==> config.mk <==
export PLATFORM = sky130hd
export DESIGN_NAME = matrix4x4_multiply_core_flat
export DESIGN_NICKNAME = d
export VERILOG_FILES = /design/src/rtl/core/mm4_pkg.sv /design/src/rtl/core/mm4_channels.sv /design/src/rtl/core/mm4_mac.sv /design/src/rtl/core/matrix4x4_multiply_core.sv /design/src/flat_wrapper.sv
export VERILOG_INCLUDE_DIRS = /design/src /design/src/rtl/core
export SDC_FILE = /design/constraint.sdc
export NUM_CORES = 2
export LEC_CHECK = 0
export ABC_AREA = 1
export BUFFER_PORTS_ARGS = -buffer_cell sky130_fd_sc_hd__clkbuf_2
export CAP_MARGIN = 20
export CELL_PAD_IN_SITES_DETAIL_PLACEMENT = 1
export CELL_PAD_IN_SITES_GLOBAL_PLACEMENT = 2
export CORE_MARGIN = 2
export CORE_UTILIZATION = 25
export CTS_CLUSTER_DIAMETER = 30
export DETAILED_ROUTE_END_ITERATION = 8
export GPL_ROUTABILITY_DRIVEN = 0
export GPL_TIMING_DRIVEN = 0
export MAX_ROUTING_LAYER = met4
export PLACE_DENSITY = 0.54
export SLEW_MARGIN = 20
export SYNTH_ARGS = -nofsm -noshare
export SYNTH_HDL_FRONTEND = slang
export SYNTH_SLANG_ARGS = --single-unit
==> constraint.sdc <==
create_clock -name clock -period 18.9 [get_ports clock]
set_input_delay 1.89 -clock clock [delete_from_list [all_inputs] [get_ports clock]]
set_output_delay 1.89 -clock clock [all_outputs]
set_load 0.05 [all_outputs]
==> src/rtl/core/matrix4x4_multiply_core_macros.svh <==
// Assertion macros shared by the 4x4 matrix multiply core.
// Depends on nothing; included by the files that carry assertions.
`ifndef MATRIX4X4_MULTIPLY_CORE_MACROS_SVH
`define MATRIX4X4_MULTIPLY_CORE_MACROS_SVH

// Same-cycle implication, ignored while reset is high.
`define MM4_ASSERT_IMPLY(label, clk, rst, ante, cons) \
   label: assert property (@(posedge clk) disable iff (rst) (ante) |-> (cons)) \
      else $error("mm4 same-cycle check failed");

// Next-cycle implication, ignored while reset is high.
`define MM4_ASSERT_NEXT(label, clk, rst, ante, cons) \
   label: assert property (@(posedge clk) disable iff (rst) (ante) |=> (cons)) \
      else $error("mm4 next-cycle check failed");

`endif

==> src/rtl/core/mm4_pkg.sv <==
// Shared types and constants for the 4x4 matrix multiply core.
// Depends on nothing; used by the channel interfaces, the MAC unit and the top level.
package mm4_pkg;

   localparam int WORD_W = 32;
   localparam int POS_W  = 4;
   localparam int CMD_W  = 2;
   localparam int PROD_W = 2 * WORD_W;
   // Four full products summed exactly need two guard bits.
   localparam int ACC_W  = PROD_W + 2;

   localparam logic [CMD_W-1:0] CMD_WRITE_LEFT  = 2'd0;
   localparam logic [CMD_W-1:0] CMD_WRITE_RIGHT = 2'd1;
   localparam logic [CMD_W-1:0] CMD_COMPUTE     = 2'd2;

   localparam logic [POS_W-1:0] LAST_POS = 4'd15;

   localparam logic [WORD_W-1:0] WORD_MAX = 32'h7FFF_FFFF;
   localparam logic [WORD_W-1:0] WORD_MIN = 32'h8000_0000;

   typedef struct packed {
      logic issue;   // operands are valid for a multiply this cycle
      logic first;   // this product opens a new dot product
   } mac_ctl_type;

endpackage

==> src/rtl/core/mm4_channels.sv <==
// Valid/ready channel interfaces for the request and response sides.
// Depends on mm4_pkg for field widths.
interface mm4_req_if;
   logic                              valid;
   logic                              ready;
   logic [mm4_pkg::CMD_W-1:0]         command;
   logic [mm4_pkg::POS_W-1:0]         position;
   logic signed [mm4_pkg::WORD_W-1:0] element;

   modport source (output valid, command, position, element, input ready);
   modport sink   (input valid, command, position, element, output ready);
endinterface

interface mm4_rsp_if;
   logic                              valid;
   logic                              ready;
   logic [mm4_pkg::POS_W-1:0]         position_res;
   logic signed [mm4_pkg::WORD_W-1:0] element_res;
   logic                              saturated;
   logic                              last;

   modport source (output valid, position_res, element_res, saturated, last, input ready);
   modport sink   (input valid, position_res, element_res, saturated, last, output ready);
endinterface

==> src/rtl/core/mm4_mac.sv <==
// Shared multiply-accumulate unit: one registered 32x32 multiplier, an exact
// accumulator, and the fixed-point rescale with saturation. Depends on mm4_pkg.
module mm4_mac #(
   parameter int FRAC_BITS = 16
) (
   input  logic                              clock,
   input  logic                              reset,
   input  mm4_pkg::mac_ctl_type              ctl,
   input  logic signed [mm4_pkg::WORD_W-1:0] mul_a,
   input  logic signed [mm4_pkg::WORD_W-1:0] mul_b,
   output logic [mm4_pkg::WORD_W-1:0]        res_word,
   output logic                              res_sat
);

   localparam int ACC_W  = mm4_pkg::ACC_W;
   localparam int PROD_W = mm4_pkg::PROD_W;
   localparam int WORD_W = mm4_pkg::WORD_W;

   logic signed [PROD_W-1:0] prod_ff, prod_in;
   logic                     prod_vld_ff, prod_vld_in;
   logic                     prod_first_ff, prod_first_in;
   logic signed [ACC_W-1:0]  acc_ff, acc_in;
   logic signed [ACC_W-1:0]  acc_base;
   logic signed [ACC_W-1:0]  shifted;
   logic                     fits;

   assign prod_in       = mul_a * mul_b;
   assign prod_vld_in   = ctl.issue;
   assign prod_first_in = ctl.first;

   assign acc_base = prod_first_ff ? '0 : acc_ff;
   assign acc_in   = prod_vld_ff ? acc_base + {{(ACC_W-PROD_W){prod_ff[PROD_W-1]}}, prod_ff}
                                 : acc_ff;

   always_ff @(posedge clock) begin
      if (reset) begin
         prod_vld_ff <= 1'b0;
      end else begin
         prod_vld_ff <= prod_vld_in;
      end
   end

   always_ff @(posedge clock) begin
      prod_ff       <= prod_in;
      prod_first_ff <= prod_first_in;
      acc_ff        <= acc_in;
   end

   // Arithmetic shift rounds toward minus infinity; the result fits when all
   // bits from the word's sign bit upwards agree.
   assign shifted = acc_ff >>> FRAC_BITS;
   assign fits    = (&shifted[ACC_W-1:WORD_W-1]) | ~(|shifted[ACC_W-1:WORD_W-1]);

   assign res_sat  = ~fits;
   assign res_word = fits ? shifted[WORD_W-1:0]
                          : (shifted[ACC_W-1] ? mm4_pkg::WORD_MIN : mm4_pkg::WORD_MAX);

endmodule

==> src/rtl/core/matrix4x4_multiply_core.sv <==
// Top level of the 4x4 signed fixed-point matrix multiply core.
// Depends on mm4_pkg, mm4_channels.sv, mm4_mac.sv and the assertion macro header.
//
//  Channel   Direction  Carries                                       Transaction
//  req_port  in         command, position, element                    valid & ready
//  rsp_port  out        position_res, element_res, saturated, last    valid & ready
//
// A write transaction (left or right element) leaves the sequencer idle, so the
// core is ready again in the next cycle. A compute transaction works through
// the 16 product elements in turn: the one shared multiplier takes the four
// terms of each element in the multiply step, the drain step settles the
// accumulator and the emit step loads the result register. A stalled response
// holds the sequencer in its emit step. Synchronous reset clears both matrix
// stores to zero and empties the response register.
module matrix4x4_multiply_core #(
   parameter int FRAC_BITS = 16
) (
   input  logic         clock,
   input  logic         reset,
   mm4_req_if.sink      req_port,
   mm4_rsp_if.source    rsp_port
);

   `include "matrix4x4_multiply_core_macros.svh"

   localparam int WORD_W = mm4_pkg::WORD_W;
   localparam int POS_W  = mm4_pkg::POS_W;
   localparam int DEPTH  = 1 << POS_W;

   // Sequencer states.
   localparam logic [1:0] ST_IDLE  = 2'd0;
   localparam logic [1:0] ST_MULT  = 2'd1;
   localparam logic [1:0] ST_DRAIN = 2'd2;
   localparam logic [1:0] ST_EMIT  = 2'd3;

   logic [1:0]        state_ff, state_in;
   logic [POS_W-1:0]  elem_ff, elem_in;   // product element being worked on
   logic [1:0]        k_ff, k_in;         // term of the dot product

   // The two operand stores, cleared by reset so unloaded entries read as zero.
   logic [WORD_W-1:0] left_ff  [DEPTH];
   logic [WORD_W-1:0] right_ff [DEPTH];

   logic              req_take;
   logic              out_free;
   logic              out_load;

   logic              out_vld_ff, out_vld_in;
   logic [POS_W-1:0]  out_pos_ff;
   logic [WORD_W-1:0] out_elem_ff;
   logic              out_sat_ff;
   logic              out_last_ff;

   mm4_pkg::mac_ctl_type mac_ctl;
   logic [WORD_W-1:0]    mac_word;
   logic                 mac_sat;
   logic [POS_W-1:0]     left_idx;
   logic [POS_W-1:0]     right_idx;

   // Requests are only taken while the sequencer is idle; the response
   // register is separate, so loads may go on while a result still waits.
   assign req_port.ready = (state_ff == ST_IDLE);
   assign req_take       = req_port.valid & req_port.ready;

   // Column-major indexing: element (col,row) at col*4+row. For product
   // element elem, row is its low two bits and column its high two bits.
   assign left_idx  = {k_ff, elem_ff[1:0]};
   assign right_idx = {elem_ff[3:2], k_ff};

   always_ff @(posedge clock) begin
      if (reset) begin
         for (int i = 0; i < DEPTH; i++) begin
            left_ff[i]  <= '0;
            right_ff[i] <= '0;
         end
      end else if (req_take) begin
         if (req_port.command == mm4_pkg::CMD_WRITE_LEFT) begin
            left_ff[req_port.position] <= req_port.element;
         end
         if (req_port.command == mm4_pkg::CMD_WRITE_RIGHT) begin
            right_ff[req_port.position] <= req_port.element;
         end
      end
   end

   assign mac_ctl.issue = (state_ff == ST_MULT);
   assign mac_ctl.first = (k_ff == 2'd0);

   mm4_mac #(
      .FRAC_BITS (FRAC_BITS)
   ) u_mac (
      .clock    (clock),
      .reset    (reset),
      .ctl      (mac_ctl),
      .mul_a    (left_ff[left_idx]),
      .mul_b    (right_ff[right_idx]),
      .res_word (mac_word),
      .res_sat  (mac_sat)
   );

   // The response register can take a new result when it is empty or its
   // current transaction completes in this cycle.
   assign out_free = ~out_vld_ff | rsp_port.ready;
   assign out_load = (state_ff == ST_EMIT) & out_free;

   always_comb begin
      state_in = state_ff;
      elem_in  = elem_ff;
      k_in     = k_ff;
      case (state_ff)
         ST_IDLE: begin
            if (req_take && req_port.command == mm4_pkg::CMD_COMPUTE) begin
               state_in = ST_MULT;
               elem_in  = '0;
               k_in     = '0;
            end
         end
         ST_MULT: begin
            k_in = k_ff + 2'd1;
            if (k_ff == 2'd3) begin
               state_in = ST_DRAIN;
            end
         end
         ST_DRAIN: begin
            // The last product is being folded into the accumulator.
            state_in = ST_EMIT;
         end
         ST_EMIT: begin
            if (out_free) begin
               elem_in  = elem_ff + 1'b1;
               state_in = (elem_ff == mm4_pkg::LAST_POS) ? ST_IDLE : ST_MULT;
            end
         end
         default: begin
            state_in = ST_IDLE;
         end
      endcase
   end

   assign out_vld_in = out_load | (out_vld_ff & ~rsp_port.ready);

   always_ff @(posedge clock) begin
      if (reset) begin
         state_ff   <= ST_IDLE;
         elem_ff    <= '0;
         k_ff       <= '0;
         out_vld_ff <= 1'b0;
      end else begin
         state_ff   <= state_in;
         elem_ff    <= elem_in;
         k_ff       <= k_in;
         out_vld_ff <= out_vld_in;
      end
   end

   always_ff @(posedge clock) begin
      if (out_load) begin
         out_pos_ff  <= elem_ff;
         out_elem_ff <= mac_word;
         out_sat_ff  <= mac_sat;
         out_last_ff <= (elem_ff == mm4_pkg::LAST_POS);
      end
   end

   assign rsp_port.valid        = out_vld_ff;
   assign rsp_port.position_res = out_pos_ff;
   assign rsp_port.element_res  = out_elem_ff;
   assign rsp_port.saturated    = out_sat_ff;
   assign rsp_port.last         = out_last_ff;

   // A compute transaction starts the first dot product at its first term.
   `MM4_ASSERT_NEXT(a_compute_starts, clock, reset, req_take && req_port.command == mm4_pkg::CMD_COMPUTE, state_ff == ST_MULT && k_ff == 2'd0 && elem_ff == '0)
   // A result waiting on a stalled response must not advance the sequencer.
   `MM4_ASSERT_NEXT(a_emit_holds, clock, reset, state_ff == ST_EMIT && out_vld_ff && !rsp_port.ready, state_ff == ST_EMIT && $stable(elem_ff))
   // The final flag goes only with the last product element.
   `MM4_ASSERT_IMPLY(a_last_pos, clock, reset, out_vld_ff && out_last_ff, out_pos_ff == mm4_pkg::LAST_POS)

endmodule
==> src/flat_wrapper.sv <==
// flat-port wrapper written by rule: the top's interface ports become plain ports
module matrix4x4_multiply_core_flat 
#(
   parameter int FRAC_BITS = 16
)
  (clock, reset, req_port_valid, req_port_command, req_port_position, req_port_element, req_port_ready, rsp_port_valid, rsp_port_position_res, rsp_port_element_res, rsp_port_saturated, rsp_port_last, rsp_port_ready);
  mm4_req_if req_port_i ();
  mm4_rsp_if rsp_port_i ();
  input  logic clock;
  input  logic reset;
  input wire logic [$bits(req_port_i.valid)-1:0] req_port_valid;
  input wire logic [$bits(req_port_i.command)-1:0] req_port_command;
  input wire logic [$bits(req_port_i.position)-1:0] req_port_position;
  input wire logic [$bits(req_port_i.element)-1:0] req_port_element;
  output wire logic [$bits(req_port_i.ready)-1:0] req_port_ready;
  output wire logic [$bits(rsp_port_i.valid)-1:0] rsp_port_valid;
  output wire logic [$bits(rsp_port_i.position_res)-1:0] rsp_port_position_res;
  output wire logic [$bits(rsp_port_i.element_res)-1:0] rsp_port_element_res;
  output wire logic [$bits(rsp_port_i.saturated)-1:0] rsp_port_saturated;
  output wire logic [$bits(rsp_port_i.last)-1:0] rsp_port_last;
  input wire logic [$bits(rsp_port_i.ready)-1:0] rsp_port_ready;
  assign req_port_i.valid = req_port_valid;
  assign req_port_i.command = req_port_command;
  assign req_port_i.position = req_port_position;
  assign req_port_i.element = req_port_element;
  assign req_port_ready = req_port_i.ready;
  assign rsp_port_valid = rsp_port_i.valid;
  assign rsp_port_position_res = rsp_port_i.position_res;
  assign rsp_port_element_res = rsp_port_i.element_res;
  assign rsp_port_saturated = rsp_port_i.saturated;
  assign rsp_port_last = rsp_port_i.last;
  assign rsp_port_i.ready = rsp_port_ready;
  matrix4x4_multiply_core #(.FRAC_BITS(FRAC_BITS)) u_core (.clock(clock), .reset(reset), .req_port(req_port_i), .rsp_port(rsp_port_i));
endmodule
# == Word level (Yosys, flattened, before mapping) ==
# Memories as Yosys holds them, arrays and structs flattened.
# Index checks and enable logic that the tools add are counted.
# totals
register_bits,179
ram_bits,1024
input_bits,42
output_inout_bits,40
word_cells,80
memories,2
# op_classes
n_addsub,3
mul,1
n_eq_ne,10
n_mux,29
n_bitwise,10
n_reduce_logical,13
# mem_list
name,words,word_bits,rd,rd_ports_with_merged_regs,wr,line,source
u_core.left_ff,16,32,1,0,16,matrix4x4_multiply_core.sv:41,logic [WORD_W-1:0] left_ff [DEPTH];
u_core.right_ff,16,32,1,0,16,matrix4x4_multiply_core.sv:42,logic [WORD_W-1:0] right_ff [DEPTH];
# op_table
op,n
32-bit two-way mux,4
66-bit adder,1
66-bit two-way mux,1
32-bit by 32-bit multiplier with 64-bit output,1
32-bit OR reduction,2
19-bit AND reduction,1
19-bit OR reduction,1
4-bit two-way mux,4
1-bit two-way mux,13
"2-bit equality test, second input constant",4
2-bit two-way mux,4
2-bit case mux with 4 select lines,1
4-bit case mux with 2 select lines,1
2-bit zero test,3
3-bit AND reduction,2
"4-bit by 1-bit adder with 4-bit output, second input constant",1
"2-bit by 1-bit equality test with 1-bit output, second input constant",2
"4-bit equality test, second input constant",1
"2-bit by 1-bit != test with 1-bit output, second input constant",2
1-bit inverter,4
2-bit case mux with 2 select lines,1
2-bit nonzero test,2
1-bit AND,3
1-bit bitwise OR,3
other kinds (4),4

# == Logic depth before layout (Yosys ltp) ==
# depth
ltp_word,7
mapped_depth,40
mapped_depth_nobuf,36

# == By module ==
# Synthesis repeated with hierarchy kept, for this count alone.
# unflattened
cells_unflattened,11685
hier_area_um2,96884.2
# by_module_without_submodules
mod,n_inst,cells_per_inst,area_each_um2,seq_area_each_um2
matrix4x4_multiply_core,1,5274,48660.4,32070.8
mm4_mac,1,6411,48223.8,3303.2

# == Least setup slack after synthesis ==
# No wires, ideal clock.
# synth_path
path_kind,reg-to-reg
startpoint,register u_core.k_ff[0]
endpoint,register u_core.u_mac.prod_ff[54]
setup_ns,0.113
t_arrival_ns,7.806
required_ns,18.787
slack_ns,10.982
path_stages_with_launch,33
path_buffers,6
synth_period_minus_slack_ns,7.918
cell_sequence,dfxtp_1 -> buf_4 -> buf_6 -> buf_6 -> buf_6 -> buf_2 -> o211ai_1 -> nand2_1 -> buf_4 -> nand2_1 -> inv_1 -> fa_1 -> fa_1 -> fa_1 -> fa_1 -> inv_1 -> fa_1 -> inv_1 -> fa_1 -> inv_1 -> fa_1 -> inv_1 -> fa_1 -> ha_1 -> nand2_1 -> nor2_1 -> inv_1 -> nor3_1 -> nand2_1 -> nor3_1 -> nand2_1 -> nand4_1 -> nand2_1
# synth_via
elab_chain_cells,2
elab_cells_between_ends,3
cone_classes,mul: 1; memory: 2
# synth_lines
item,line,source
"start, declared",matrix4x4_multiply_core.sv:38,"logic [1:0] k_ff, k_in;"
"start signal, assigned",matrix4x4_multiply_core.sv:151,k_ff <= k_in;
"memory 16 x 32 bit, on equally long branches",n/a,
32-bit by 32-bit multiplier with 64-bit output (*),mm4_mac.sv:27,assign prod_in = mul_a * mul_b;
net u_core.u_mac.prod_in[54],mm4_mac.sv:19,"logic signed [PROD_W-1:0] prod_ff, prod_in;"
"end signal, assigned",mm4_mac.sv:44,prod_ff <= prod_in;
"end, declared",mm4_mac.sv:19,
# Mark *: on every way through the listed nets, which the timed path passes. The rest lies on a longest branch.
# A chain may end at the register's enable or synchronous reset.

# == Final worst setup path ==
# layout_path
startpoint,register u_core.k_ff[1]
endpoint,register u_core.u_mac.prod_ff[62]
# Same word-level chain as after synthesis.

==> summary.md <==
| Metric | Value |
|---|---|
| PnR worst setup slack | `6.81 ns` |
| Clock sinks | `1203` |
| Worst setup SP type | `flip-flop` |
| H-tree depth | `5` |
| RSZ-0062 raised after global routing | `false` |
| Worst setup EP type | `flip-flop` |
| EDFF count, synth | `1128` |
| Pin count of the biggest net entering global routing | `39` |
| Final Non-Filler Cells | `16347` |
| CTS tree | `yes` |
| Number of I/O port buffers | `80` |
| Crit-path max FO | `10` |
| Worst endpoint data arrival time | `12.83 ns` |
| Total CTS buffers | `341` |
| Final setup vio count | `0` |
| Setup TNS | `0 ns` |
| Slowest stage delay, CP | `0.99 ns` |
| Final net count | `12412` |
| Worst Tran Pin Value | `1.28 ns` |
| DR vias | `78784` |
| Worst reg2reg endpoint | `u_core.u_mac.prod_ff[62]` |
| Slew Viols, Final | `0` |
| Sequential share of the synthesized area | `0.373` |
| GRT overflow | `0` |
| Worst-path clk slew | `0.04 ns` |
| Run status | `complete, no violations` |
| Synthesized area | `0.0949 sq mm` |
| Setup bufs post-CTS | `0` |
| Avg Inst Size Synth | `8.96 sq um` |
| Total Die Area | `0.385 sq mm` |
| Starting DRT DRC Count | `6748` |
| Tcrit/Tclk final | `0.640` |
| Clk_skew | `0.0841 ns` |
| # rows | `226` |
| DR WL/cell | `30.3 microns` |
| HP Class | `flip-flop to flip-flop` |
| Fin. Hold Viols | `0` |
| Flop-to-flop setup slack | `6.81 ns` |
| Critical Path Start | `u_core.k_ff[1]` |
| Initial Util | `0.251` |
| First-pass GRT wire length | `681 mm` |
| Post-DP HPWL | `384 mm` |
| Die Y | `620 microns` |
| Layout area overhead | `19.7%` |
| Remaining antenna violation count | `0` |
| Clock Latency Late Sink | `0.93 ns` |
| Die width | `620 microns` |
| Synth Instances | `10593` |
| Share of cells above drive strength 1 | `0.101` |
| Core area | `0.379 sq mm` |
| Slew headroom | `0.149` |
| Worst setup path endpoint | `u_core.u_mac.prod_ff[62]` |
| Cells after DPL | `15704` |
| Max Cap Viol | `0` |
| Asr flop ratio synth | `0` |
| Crit path required time | `19.64 ns` |
| Clk buf depth | `4` |
| # resized after CTS | `0` |
| Vias in the first global route | `84545` |
| Remaining DRCs | `0` |
| Drt via density | `4.82` |
| Fmax | `0.0827 GHz` |
| CP Class | `flip-flop to flip-flop` |
| GRT Resource Usage Total | `0.264` |
| Root buf cell | `clkbuf_16` |
| Syn Nets | `11973` |
| R2R Path Start | `u_core.k_ff[1]` |
| Final WL | `496 mm` |
| Hold Slack | `0.505 ns` |
| Distinct cell type count after synthesis | `40` |
| Synth warn | `0` |
| Register bit total from synthesis | `1203` |
| Ys flop type | `edfxtp_1` |
| Tmin final | `12.09 ns` |
| First-pass DRT Iterations | `7` |
| Reg2Reg Depth | `34` |
| Initial antenna violation count | `32` |
| Post-CTS Hold Buffers | `0` |
| Worst path slowest cell | `fa_1` |
| I/O Pins | `82` |
| Pre-CTS setup slack | `6.97 ns` |
-- kinds of logic after synthesis --
logic type,after synthesis,share of synthesized area
xor+xnor,74,0.00683
flops,1203,0.373
simple gates,4184,0.171
fa+ha+maj,1338,0.262
compound gates,1175,0.0749
buf+inv,2619,0.113
-- cell usage in the layout, fill, tap and decap left out, types with 205 or more instances in the layout --
cell type,instances
buf_2,241
clkbuf_1,287
clkbuf_16,347
edfxtp_1,1128
fa_1,1082
ha_1,255
inv_1,1937
nand2_1,1945
nand3_1,205
nor2_1,1895
o21ai_0,572
-- sequential cells by signal (all words and copies together), names as in the netlist --
| signal | count |
|---|---|
| u_core.k_ff | 2 |
| u_core.u_mac.prod_ff | 64 |
| u_core.state_ff | 2 |
| u_core.rsp_port.element_res | 32 |
| u_core.u_mac.acc_ff | 66 |
| u_core.u_mac.prod_vld_ff | 1 |
| u_core.rsp_port.last | 1 |
| u_core.u_mac.prod_first_ff | 1 |
| u_core.rsp_port.valid | 1 |
| u_core.elem_ff | 4 |
| u_core.rsp_port.position_res | 4 |
| u_core.right_ff | 512 |
| u_core.rsp_port.saturated | 1 |
| u_core.left_ff | 512 |
-- cells in the mapped netlist, types with 34 or more instances --
library cell / instances / area [sq um]
inv_1: 1937 / 7270
a21oi_1: 174 / 871
clkbuf_1: 244 / 916
inv_2: 63 / 236
nand4_1: 41 / 257
o21ai_0: 572 / 2860
o22ai_1: 74 / 463
ha_1: 255 / 3190
dfxtp_1: 75 / 1500
nor2_1: 1895 / 7110
buf_2: 241 / 1210
o21ai_1: 49 / 245
nand3_1: 205 / 1030
xor2_1: 67 / 587
edfxtp_1: 1128 / 33900
nand2_1: 1978 / 7420
fa_1: 1083 / 21700
o221ai_1: 182 / 1590
buf_4: 93 / 698
o21bai_1: 34 / 255
o211ai_1: 45 / 338
-- worst min-delay path by stage --
stage,startpoint,to,slack [ns],cells past startpoint
finish,u_core.elem_ff[3],u_core.rsp_port.position_res[3],0.51,0
global route,u_core.elem_ff[3],u_core.rsp_port.position_res[3],0.51,0
CTS,u_core.elem_ff[3],u_core.rsp_port.position_res[3],0.52,0
detailed placement,u_core.state_ff[0],u_core.state_ff[0],0.52,2
global placement,u_core.state_ff[0],u_core.state_ff[0],0.49,2
floorplan,u_core.elem_ff[2],u_core.rsp_port.position_res[2],0.41,0
-- stage by stage --
stage                     utilization  area, sq um
after floorplan                     -        94900
after global placement          0.268       102000
after detailed placement        0.270       102000
after CTS                       0.300       114000
after global routing            0.300       114000
final                           0.300       114000
-- critical path, delay by kind of cell (launching register included) --
family | cells | cell delay (ns)
flops | 1 | 0.32
compound gates | 3 | 1.38
simple gates | 10 | 2.15
buf+inv | 12 | 3.16
fa+ha+maj | 9 | 4.85
-- routing by layer --
metal,GRT usage,wire length [microns],vias up
li1,-,-,33952
met1,0.338,215000,41423
met2,0.421,229000,2675
met3,0.0378,29400,734
met4,0.100,22700,0
met5,-,0,-
-- layout make-up --
type	instances	area [sq um]
Tap cell	5016	6280
Clock inverter	217	2360
Inverter	2005	7530
Clock buffer	406	8970
Timing Repair Buffer	96	768
Sequential cell	1203	35400
Multi-Input combinational cell	6771	49100
Buffer	614	3180
Antenna cell	19	47.5
Fill cell	43658	265000
Power is not shown: default switching activity piles up to over one toggle a cycle in this logic, so the estimate is an artifact.
